$ cat config.mk
export PLATFORM = sky130hd
export DESIGN_NAME = mbap_stream_deframer
export DESIGN_NICKNAME = d
export VERILOG_FILES = /design/src/design/mbap_pkg.sv /design/src/design/mbap_front.sv /design/src/design/mbap_queue.sv /design/src/design/mbap_back.sv /design/src/design/mbap_stream_deframer.sv
export SDC_FILE = /design/constraint.sdc
export NUM_CORES = 1
export LEC_CHECK = 0
export BUFFER_PORTS_ARGS = -buffer_cell sky130_fd_sc_hd__buf_2
export CORE_MARGIN = 2
export CORE_UTILIZATION = 55
export CTS_CLUSTER_DIAMETER = 60
export DETAILED_ROUTE_END_ITERATION = 6
export GPL_TIMING_DRIVEN = 0
export MAX_ROUTING_LAYER = met4
export PLACE_DENSITY = 0.83
export SLEW_MARGIN = 20
export SYNTH_ARGS = -nofsm -noshare
export SYNTH_HDL_FRONTEND = slang
export SYNTH_SLANG_ARGS = --single-unit
$ cat constraint.sdc
create_clock -name clk -period 4.9 [get_ports clk]
set_input_delay 0.245 -clock clk [delete_from_list [all_inputs] [get_ports clk]]
set_output_delay 0.245 -clock clk [all_outputs]
set_load 0.05 [all_outputs]
$ cat src/design/mbap_pkg.sv
// Shared types and constants for the MBAP stream deframer.
`timescale 1ns / 1ps
`default_nettype none

package mbap_pkg;

    localparam int MaxPdu = 253;
    localparam int HdrLen = 8;
    localparam int QDepth = 4;
    localparam int QAw    = $clog2(QDepth);
    localparam int QCw    = $clog2(QDepth + 1);
    localparam int FillW  = $clog2(HdrLen);

    localparam logic [15:0] LenMax = 16'(MaxPdu + 1);

    typedef struct packed {
        logic [7:0]  pdu_byte;
        logic [15:0] trans_id;
        logic [7:0]  unit_id;
        logic [7:0]  byte_index;
        logic        last;
        logic        empty_frame;
    } res_t;

    typedef struct packed {
        logic full;
        logic empty;
    } q_stat_t;

endpackage

`default_nettype wire

$ cat src/design/mbap_front.sv
// Front end: header window, header check and body tracking; pushes result words.
`timescale 1ns / 1ps
`default_nettype none

module mbap_front (
    input  wire                 clk,
    input  wire                 rst_n,
    input  wire                 in_valid,
    input  wire  [7:0]          data_byte,
    input  wire                 restart,
    input  mbap_pkg::q_stat_t   q_stat,
    output logic                in_stall,
    output logic                push,
    output mbap_pkg::res_t      push_data
);

    localparam int WinN = mbap_pkg::HdrLen - 1;
    localparam logic [mbap_pkg::FillW-1:0] FillFull = mbap_pkg::FillW'(WinN);

    logic [7:0]                win_reg [WinN];
    logic [7:0]                win_next [WinN];
    logic [mbap_pkg::FillW-1:0] fill_reg, fill_next;
    logic                      in_body_reg, in_body_next;
    logic [7:0]                left_reg, left_next;
    logic [7:0]                idx_reg, idx_next;
    logic [15:0]               tid_reg, tid_next;
    logic [7:0]                uid_reg, uid_next;

    logic        accept;
    logic [15:0] proto;
    logic [15:0] len;
    logic        bad_hdr;
    logic        body_last;

    assign in_stall  = q_stat.full;
    assign accept    = in_valid & ~q_stat.full;
    assign proto     = {win_reg[2], win_reg[3]};
    assign len       = {win_reg[4], win_reg[5]};
    assign bad_hdr   = (proto != 16'd0) || (len == 16'd0) || (len > mbap_pkg::LenMax);
    assign body_last = (left_reg <= 8'd1);

    always_comb
    begin
        win_next     = win_reg;
        fill_next    = fill_reg;
        in_body_next = in_body_reg;
        left_next    = left_reg;
        idx_next     = idx_reg;
        tid_next     = tid_reg;
        uid_next     = uid_reg;
        push         = 1'b0;
        push_data    = '0;
        if (accept)
        begin
            priority if (restart)
            begin
                for (int i = 0; i < WinN; i++)
                begin
                    win_next[i] = 8'd0;
                end
                fill_next    = '0;
                in_body_next = 1'b0;
                left_next    = 8'd0;
                idx_next     = 8'd0;
                tid_next     = 16'd0;
                uid_next     = 8'd0;
            end
            else if (in_body_reg)
            begin
                push                  = 1'b1;
                push_data.pdu_byte    = data_byte;
                push_data.trans_id    = tid_reg;
                push_data.unit_id     = uid_reg;
                push_data.byte_index  = idx_reg;
                push_data.last        = body_last;
                push_data.empty_frame = 1'b0;
                if (body_last)
                begin
                    in_body_next = 1'b0;
                    left_next    = 8'd0;
                    idx_next     = 8'd0;
                end
                else
                begin
                    left_next = left_reg - 8'd1;
                    idx_next  = idx_reg + 8'd1;
                end
            end
            else if (fill_reg != FillFull)
            begin
                win_next[fill_reg] = data_byte;
                fill_next          = fill_reg + 1'b1;
            end
            else if (bad_hdr)
            begin
                // resync: drop oldest byte
                for (int i = 0; i < WinN - 1; i++)
                begin
                    win_next[i] = win_reg[i + 1];
                end
                win_next[WinN - 1] = data_byte;
                fill_next          = FillFull;
            end
            else
            begin
                tid_next             = {win_reg[0], win_reg[1]};
                uid_next             = win_reg[6];
                push                 = 1'b1;
                push_data.trans_id   = {win_reg[0], win_reg[1]};
                push_data.unit_id    = win_reg[6];
                push_data.byte_index = 8'd0;
                push_data.last       = 1'b1;
                if (len == 16'd1)
                begin
                    push_data.pdu_byte    = 8'd0;
                    push_data.empty_frame = 1'b1;
                    win_next[0]           = data_byte;
                    fill_next             = mbap_pkg::FillW'(1);
                end
                else
                begin
                    push_data.pdu_byte    = data_byte;
                    push_data.empty_frame = 1'b0;
                    push_data.last        = (len == 16'd2);
                    fill_next             = '0;
                    if (len > 16'd2)
                    begin
                        in_body_next = 1'b1;
                        left_next    = 8'(len - 16'd2);
                        idx_next     = 8'd1;
                    end
                end
            end
        end
    end

    always_ff @(posedge clk or negedge rst_n)
    begin
        if (!rst_n)
        begin
            for (int i = 0; i < WinN; i++)
            begin
                win_reg[i] <= 8'd0;
            end
            fill_reg    <= '0;
            in_body_reg <= 1'b0;
            left_reg    <= 8'd0;
            idx_reg     <= 8'd0;
            tid_reg     <= 16'd0;
            uid_reg     <= 8'd0;
        end
        else
        begin
            win_reg     <= win_next;
            fill_reg    <= fill_next;
            in_body_reg <= in_body_next;
            left_reg    <= left_next;
            idx_reg     <= idx_next;
            tid_reg     <= tid_next;
            uid_reg     <= uid_next;
        end
    end

endmodule

`default_nettype wire

$ cat src/design/mbap_queue.sv
// Short result queue between the front end and the output stage.
`timescale 1ns / 1ps
`default_nettype none

module mbap_queue (
    input  wire                       clk,
    input  wire                       rst_n,
    input  wire                       push,
    input  mbap_pkg::res_t            push_data,
    input  wire                       pop,
    output mbap_pkg::res_t            pop_data,
    output mbap_pkg::q_stat_t         q_stat,
    output logic [mbap_pkg::QCw-1:0]  count
);

    mbap_pkg::res_t              slot_reg [mbap_pkg::QDepth];
    logic [mbap_pkg::QAw-1:0]    wr_ptr_reg, wr_ptr_next;
    logic [mbap_pkg::QAw-1:0]    rd_ptr_reg, rd_ptr_next;
    logic [mbap_pkg::QCw-1:0]    count_reg, count_next;
    logic                        do_push;
    logic                        do_pop;

    assign q_stat.full  = (count_reg == mbap_pkg::QCw'(mbap_pkg::QDepth));
    assign q_stat.empty = (count_reg == '0);
    assign do_push      = push & ~q_stat.full;
    assign do_pop       = pop & ~q_stat.empty;
    assign pop_data     = slot_reg[rd_ptr_reg];
    assign count        = count_reg;

    always_comb
    begin
        wr_ptr_next = do_push ? wr_ptr_reg + 1'b1 : wr_ptr_reg;
        rd_ptr_next = do_pop ? rd_ptr_reg + 1'b1 : rd_ptr_reg;
        count_next  = count_reg + mbap_pkg::QCw'(do_push) - mbap_pkg::QCw'(do_pop);
    end

    always_ff @(posedge clk)
    begin
        if (do_push)
        begin
            slot_reg[wr_ptr_reg] <= push_data;
        end
    end

    always_ff @(posedge clk or negedge rst_n)
    begin
        if (!rst_n)
        begin
            wr_ptr_reg <= '0;
            rd_ptr_reg <= '0;
            count_reg  <= '0;
        end
        else
        begin
            wr_ptr_reg <= wr_ptr_next;
            rd_ptr_reg <= rd_ptr_next;
            count_reg  <= count_next;
        end
    end

endmodule

`default_nettype wire

$ cat src/design/mbap_back.sv
// Output stage: registered result word with valid/stall handshake.
`timescale 1ns / 1ps
`default_nettype none

module mbap_back (
    input  wire                clk,
    input  wire                rst_n,
    input  mbap_pkg::q_stat_t  q_stat,
    input  mbap_pkg::res_t     q_data,
    output logic               pop,
    input  wire                out_stall,
    output logic               out_valid,
    output mbap_pkg::res_t     out_data
);

    logic            valid_reg, valid_next;
    mbap_pkg::res_t  data_reg;

    assign pop        = ~q_stat.empty & (~valid_reg | ~out_stall);
    assign valid_next = pop | (valid_reg & out_stall);
    assign out_valid  = valid_reg;
    assign out_data   = data_reg;

    always_ff @(posedge clk)
    begin
        if (pop)
        begin
            data_reg <= q_data;
        end
    end

    always_ff @(posedge clk or negedge rst_n)
    begin
        if (!rst_n)
        begin
            valid_reg <= 1'b0;
        end
        else
        begin
            valid_reg <= valid_next;
        end
    end

endmodule

`default_nettype wire

$ cat src/design/mbap_stream_deframer.sv
// Top level of the MBAP stream deframer: front end, result queue, output stage.
// A result word is held in a queue slot, then in the output register, before it is output.
// Throughput: one byte per cycle; the front end stalls only when the 4-word queue is full.
// Reset: rst_n clears the header window, frame state, queue and output valid at once.
// A restart byte clears the same frame state and gives no result word.
`timescale 1ns / 1ps
`default_nettype none

module mbap_stream_deframer (
    input  wire         clk,
    input  wire         rst_n,
    input  wire         in_valid,
    output logic        in_stall,
    input  wire  [7:0]  data_byte,
    input  wire         restart,
    output logic        out_valid,
    input  wire         out_stall,
    output logic [7:0]  pdu_byte,
    output logic [15:0] trans_id,
    output logic [7:0]  unit_id,
    output logic [7:0]  byte_index,
    output logic        last,
    output logic        empty_frame
);

    logic                       push;
    logic                       pop;
    mbap_pkg::res_t             push_data;
    mbap_pkg::res_t             q_data;
    mbap_pkg::res_t             out_data;
    mbap_pkg::q_stat_t          q_stat;
    logic [mbap_pkg::QCw-1:0]   q_count;

    mbap_front u_front (
        .clk       (clk),
        .rst_n     (rst_n),
        .in_valid  (in_valid),
        .data_byte (data_byte),
        .restart   (restart),
        .q_stat    (q_stat),
        .in_stall  (in_stall),
        .push      (push),
        .push_data (push_data)
    );

    mbap_queue u_queue (
        .clk       (clk),
        .rst_n     (rst_n),
        .push      (push),
        .push_data (push_data),
        .pop       (pop),
        .pop_data  (q_data),
        .q_stat    (q_stat),
        .count     (q_count)
    );

    mbap_back u_back (
        .clk       (clk),
        .rst_n     (rst_n),
        .q_stat    (q_stat),
        .q_data    (q_data),
        .pop       (pop),
        .out_stall (out_stall),
        .out_valid (out_valid),
        .out_data  (out_data)
    );

    assign pdu_byte    = out_data.pdu_byte;
    assign trans_id    = out_data.trans_id;
    assign unit_id     = out_data.unit_id;
    assign byte_index  = out_data.byte_index;
    assign last        = out_data.last;
    assign empty_frame = out_data.empty_frame;

    a_no_push_full: assert property (@(posedge clk) disable iff (!rst_n)
        !(push && q_stat.full))
        else $error("push into full queue");

    a_count_range: assert property (@(posedge clk) disable iff (!rst_n)
        q_count <= mbap_pkg::QCw'(mbap_pkg::QDepth))
        else $error("queue count out of range");

    a_stall_full: assert property (@(posedge clk) disable iff (!rst_n)
        in_stall == (q_count == mbap_pkg::QCw'(mbap_pkg::QDepth)))
        else $error("input stall does not track queue full");

    a_empty_frame: assert property (@(posedge clk) disable iff (!rst_n)
        (out_valid && empty_frame) |-> (last && byte_index == 8'd0 && pdu_byte == 8'd0))
        else $error("empty frame word malformed");

endmodule

`default_nettype wire
Word level (Yosys, flattened, before mapping)
Memories as Yosys holds them, arrays and structs flattened. A register that Yosys moved wholly into a read port is not among the register bits.
Cells that the tools add are included.
Widths: inputs -> output; s select.
{ "totals": {"reg_bits": 108, "ram_bits": 168, "input_bits": 13, "out_inout_bits": 44, "word_cells": 125, "memories": 1} }
{ "classes": {"addsub": 8, "n_lt_le_gt_ge": 5, "eq_ne": 10, "muxes": 58, "n_bitwise": 12, "n_reduce_logical": 14} }
{ "mem_list": {"columns": ["name", "words", "width", "rd", "rd_clocked_by_memory_dff", "write_ports", "line", "source"], "rows": [
  ["u_queue.slot_reg", 4, 42, 1, 1, 1, "mbap_queue.sv:16", "mbap_pkg::res_t slot_reg [mbap_pkg::QDepth];"]
]} }
{ "ops": {"columns": ["cell", "n"], "rows": [
  ["$mux 42", 5],
  ["$mux 8", 22],
  ["$mux 56", 3],
  ["$mux 16", 4],
  ["$bwmux 56", 1],
  ["$mux 48", 1],
  ["$demux 8 s3", 1],
  ["$mux 1", 17],
  ["$eq 16x1->1 const B", 1],
  ["$eq 16x2->1 const B", 1],
  ["$gt 16x2->1 const B", 1],
  ["$gt 16x8->1 const B", 1],
  ["$logic_not 16->1", 1],
  ["$reduce_bool 16->1", 1],
  ["$mux 3", 4],
  ["$ne 3x2->1 const B", 3],
  ["$add 8x1->8 const B", 1],
  ["$le 8x1->1 const B", 1],
  ["$sub 8x1->8 const B", 1],
  ["$sub 8x2->8 const B", 1],
  ["$ne 2x2->1 const B", 3],
  ["$reduce_and 3->1", 2],
  ["$reduce_bool 3->1", 2],
  ["$and 1x1->1", 5],
  ["18 further kinds", 24]
]} }

Depth between registers and ports, before layout
{ "depth": {"depth_word": 11, "ltp_mapped": 12, "depth_no_buf": 11} }

By module
Synthesis repeated with hierarchy kept, for this count alone.
{ "unflattened": {"cells_unflattened": 846, "area_unflattened_um2": 13740.7} }
{ "by_module_without_submodules": {"columns": ["mod", "n_inst", "cells_per_inst", "area_each_um2", "seq_area_each_um2"], "rows": [
  ["mbap_queue", 1, 262, 6575.1, 5220.0],
  ["mbap_front", 1, 539, 5864.4, 2502.4],
  ["mbap_back", 1, 45, 1301.2, 1286.2]
]} }

Least setup slack after synthesis
Ideal clock, no wire load.
{ "synth_timing": {"kind": "register to register", "startpoint": "reg u_back.valid_reg, in the netlist u_back.out_valid", "endpoint": "reg u_queue.count_reg, in the netlist u_queue.count[2]", "setup_ns": 0.125, "arrival_ns": 4.243, "required_time_ns": 4.775, "path_slack_ns": 0.532, "path_stages_with_launch": 9, "n_path_buf": 0, "synth_period_minus_slack_ns": 4.368, "cell_sequence": "dfrtp_1 > a21oi_1 > ha_1 > inv_1 > ha_1 > inv_1 > fa_1 > xnor2_1 > xnor2_1"} }
{ "synth_between": {"elab_chain_cells": 5} }
{ "synth_lines": {"columns": ["item", "line", "source"], "rows": [
  ["start, declared", "mbap_back.sv:16", "logic valid_reg, valid_next;"],
  ["start signal, assigned", "mbap_back.sv:40", "valid_reg <= valid_next;"],
  ["$not 1->1", "mbap_back.sv:19", "assign pop = ~q_stat.empty & (~valid_reg | ~out_stall);"],
  ["$or 1x1->1", "mbap_back.sv:19", null],
  ["$and 1x1->1", "mbap_back.sv:19", null],
  ["net pop", "mbap_stream_deframer.sv:27", "logic pop;"],
  ["$and 1x1->1", "mbap_queue.sv:26", "assign do_pop = pop & ~q_stat.empty;"],
  ["$sub 3x1->3", "mbap_queue.sv:34", "count_next = count_reg + mbap_pkg::QCw'(do_push) - mbap_pkg::QCw'(do_pop);"],
  ["net u_queue.count_next, one bit", "mbap_queue.sv:19", "logic [mbap_pkg::QCw-1:0] count_reg, count_next;"],
  ["end signal, assigned", "mbap_queue.sv:57", "count_reg <= count_next;"],
  ["end, declared", "mbap_queue.sv:19", null]
]} }
The timed path passes the listed nets, and every way through them passes these cells.
A chain may end at the register's enable or synchronous reset.

Worst setup path in the final report
{ "layout_timing": {"startpoint": "reg u_front.win_reg, in the netlist u_front.len[9]", "endpoint": "mem u_queue.slot_reg[0][25] in the netlist's numbering, enable pin"} }
{ "layout_between": {"elab_chain_cells": 11, "word_cells_on_any_way": 12, "cone_classes": "order compare (1); mux (7); bitwise (1); reduce/logical (3)"} }
{ "layout_lines": {"columns": ["item", "line", "source"], "rows": [
  ["start, declared", "mbap_front.sv:20", "logic [7:0] win_reg [WinN];"],
  ["start signal, assigned", "mbap_front.sv:154", "win_reg <= win_next;"],
  ["parallel branches: the longest is 2 deep, another holds $gt 16x8->1", null, null],
  ["$logic_or 1x1->1 *", "mbap_front.sv:39", "assign bad_hdr = (proto != 16'd0) || (len == 16'd0) || (len > mbap_pkg::LenMax);"],
  ["$mux 1 *", "mbap_front.sv:94", "else if (bad_hdr)"],
  ["$mux 1 *", "mbap_front.sv:89", "else if (fill_reg != FillFull)"],
  ["$mux 1 *", "mbap_front.sv:68", "else if (in_body_reg)"],
  ["$mux 1 *", "mbap_front.sv:55", "priority if (restart)"],
  ["$mux 1 *", "mbap_front.sv:53", "if (accept)"],
  ["$and 1x1->1 *", "mbap_queue.sv:25", "assign do_push = push & ~q_stat.full;"],
  ["net u_queue.do_push", "mbap_queue.sv:20", "logic do_push;"],
  ["$mux 1 *", "mbap_queue.sv:39", "if (do_push)"],
  ["$mux 1 (implied by the code) *", "mbap_queue.sv:41", "slot_reg[wr_ptr_reg] <= push_data;"],
  ["end, declared", "mbap_queue.sv:16", null]
]} }
Mark *: on every way through the listed nets, which the timed path passes.

==> results.cfg <==
[critical_path]
arrival_ns = 3.34
cp-end-kind = flip-flop
path_max_fanout = 22
required_ns = 5.14
worstSetupStartpointType = flip-flop
path_class = flip-flop to flip-flop

[placed_design]
hpwl_um = 18760
routabilityCongestion = 0.9411
port_buffers = 47

[synthesis]
synth_cell_type_count = 61
synth-compound-area-share_pct = 8.442
synth.area.mux_share_pct = 12.80
synthFlopType = edfxtp_1
synth_edf_count = 210
synthesis.area_mm2 = 0.01355
ys_warn_count = 0
synth-xor-area-share_pct = 0.6465
synth_simple_gate_area_share_pct = 8.063
synth_top_family_by_area = multiplexers
async_reset_ff_share_pct = 33.96
postSynthCellCount = 881
synth_nets = 908
ys_seq_area_share_pct = 66.50
avgSynthCellArea_um2 = 15.38
synth_adder_area_share_pct = 1.348
synth-seq-cells = 318

[timing]
tns_ns = 0
period_share_pct = 63.30
fin_skew_ns = 0.01184
hold_slack_ns = 0.2045
drv_slew = 0
fin_crit_ns = 3.102
worstMarginPinSlew_ns = 1.066
maxSlewHeadroom_pct = 28.77
hold_viol_final = 0
setup_violations = 0
rsz0062_at_grt = false
fmax_mhz = 322.4

[cells_and_area]
largest_register_ffs = 168
finish.utilization_pct = 63.68
n_antenna_cell = 0
layout-drive-gt1-share_pct = 18.73
syn2layout_area_growth_pct = 13.98
nNetsFinal = 996

[global_route]
grt_pass1_wl_um = 46190
overflow = 0
track_usage_pct = 23.59
grt_pass1_vias = 8234
grt_max_degree = 57
antenna_found_initial = 0

[routing]
ant_nets = 0
via_per_inst = 6.306
drt-pass1-iter-count = 5
vias = 8305
drt_iter0_drc = 937
routed_wl_um = 28970
wl_per_cell_um = 22.00
drc = 0

[pwr]
power.leakage_nw = 5.672
p_sw_w = 0.002375
seq_power_share_pct = 43.4
pwr-share-clk_pct = 31.9
intPower_w = 0.005212
comb_power_share_pct = 24.8
finalPower_w = 0.007588
peakVddDrop_mv = 0.3331
p_per_area_mw_per_mm2 = 491.4
switching_share_pct = 31.30

[clocking]
clk_latency_ns = 0.55
cts.sinks = 318
htree_levels = 1
cts.clk_slew.worst_paths_ns = 0.06
clk_path_buf_depth = 3
numCtsBuffers = 30
cts_root_buf = clkbuf_16
cts_tree = yes
cts_resized = 0

[floorplan]
die_area_mm2 = 0.02590
rows = 57
dieHeight_um = 160.9
io_pins = 57
core-area_mm2 = 0.02425
die_x_um = 160.9
initial_core_util_pct = 55.87

[hold_path]
hold_class = input port to async pin

[run_status]
outcome = finished clean

[job]
max_cap_viol_count = 0
cell type report:
cell class                 instances  area (um^2)
timing repair buffer              56        431.7
clock buffer                      37        818.3
clock inverter                    19        222.7
fill                            1640         8807
inverter                          17        63.81
sequential                       318         9009
buffer                            56        234.0
multi-input combinational        490         4257
tap                              324        405.4
critical path, cell delays in order, from the launching register on:
cell	delay, ns
dfrtp_1	0.40
or4_1	0.58
nor2_4	0.22
nand3_1	0.15
nor2_2	0.22
o21ai_4	0.15
inv_2	0.17
and2_2	0.62
buf_16	0.26
final timing paths:
check | startpoint | slack, ns | to | cells after the start
hold reg to reg | u_front.tid_reg[5] | 0.50 | u_front.tid_reg[5] | 1
max in group asynchronous | rst_n | 4.02 | u_front.win_reg[44] | 3
min in group clk | in_valid | 0.24 | u_front.fill_reg[2] | 4
hold / removal | rst_n | 0.20 | u_back.out_valid | 2
setup reg to reg | u_front.len[9] | 1.80 | u_queue.slot_reg[0][25] | 8
setup / recovery | u_front.len[9] | 1.80 | u_queue.slot_reg[0][25] | 8
synth_stat cells (7+ instances only):
| cell | instances | share of area [%] |
|---|---|---|
| clkbuf_1 | 30 | 0.83 |
| nor2_1 | 75 | 2.1 |
| and3_1 | 11 | 0.51 |
| mux2i_1 | 27 | 2.0 |
| or4_1 | 11 | 0.61 |
| a22o_1 | 26 | 1.7 |
| inv_1 | 14 | 0.39 |
| a32o_1 | 43 | 3.2 |
| xnor2_1 | 7 | 0.45 |
| mux2_1 | 46 | 3.8 |
| o21ai_0 | 18 | 0.67 |
| mux4_2 | 42 | 7.0 |
| ha_1 | 13 | 1.2 |
| nor4_1 | 8 | 0.37 |
| nor3_1 | 18 | 0.67 |
| or3_1 | 11 | 0.51 |
| nand2_1 | 28 | 0.78 |
| buf_2 | 8 | 0.30 |
| edfxtp_1 | 210 | 47 |
| a21oi_1 | 12 | 0.44 |
| a31oi_1 | 16 | 0.74 |
| dfrtp_1 | 108 | 20 |
| nand3_1 | 11 | 0.41 |
| buf_1 | 13 | 0.36 |
cell families after synthesis:
logic type,count (synthesis)
DFF,318
and+or+nand+nor,208
AOI/OAI and AO/OA,143
muxes,115
buffers and inverters,73
adders and majority gates,14
xor gates and xnor gates,10
layer usage:
layer | vias to the layer above | share of wire, % | routed length [um] | GRT usage [%]
li1 | 3634 | - | - | -
met1 | 4223 | 41 | 11860 | 32.36
met2 | 379 | 50 | 14430 | 38.00
met3 | 69 | 6.8 | 1957 | 2.608
met4 | 0 | 2.5 | 722 | 6.899
met5 | - | 0 | 0 | -
through the flow:
step	std cells	setup slack [ns]	instance area (um^2)
after floorplan	881	0.5316	13550
after global placement	1252	-0.4368	14190
after detailed placement	1259	1.822	14380
after CTS	1317	1.796	15440
after global routing	1317	1.685	15440
final	1317	1.798	15440
layout by cell type (no fill, tap or decap), types with 7 or more instances in the layout:
master     synthesis  routed
o21ai_0           18      18
ha_1              13      13
mux4_2            42      42
xnor2_1            7       7
a21oi_1           12      11
clkbuf_16          0      31
nand3_1           11      11
mux2_1            46      46
clkinv_2           0      10
or3_1             11      11
a31oi_1           16      16
and3_1            11      11
nor4_1             8       8
mux2i_1           27      27
nor3_1            18      18
or4_1             11      11
buf_2              8      54
dfrtp_1          108     108
a32o_1            43      43
a22o_1            26      26
nand2_1           28      28
inv_1             14      14
buf_1             13      13
nor2_1            75      75
edfxtp_1         210     210
clkbuf_1          30      34
power groups by stage:
stage	sequential, W	clock [W]	combinational [W]
6_report	0.00329	0.00242	0.00188
5_1_grt	0.00331	0.00254	0.00200
4_1_cts	0.00329	0.00244	0.00189
3_5_place_dp	0.00334	0	0.00187
3_3_place_gp	0.00334	0	0.00177
2_1_floorplan	0.00372	0	0.000994
timing repair:
item | 4_1_cts | 5_1_grt
hold buffers | 2 | 0
setup buffers | 0 | 0
endpoints found under the hold margin | 53 | 0
Power figures use the tool's default switching activity.
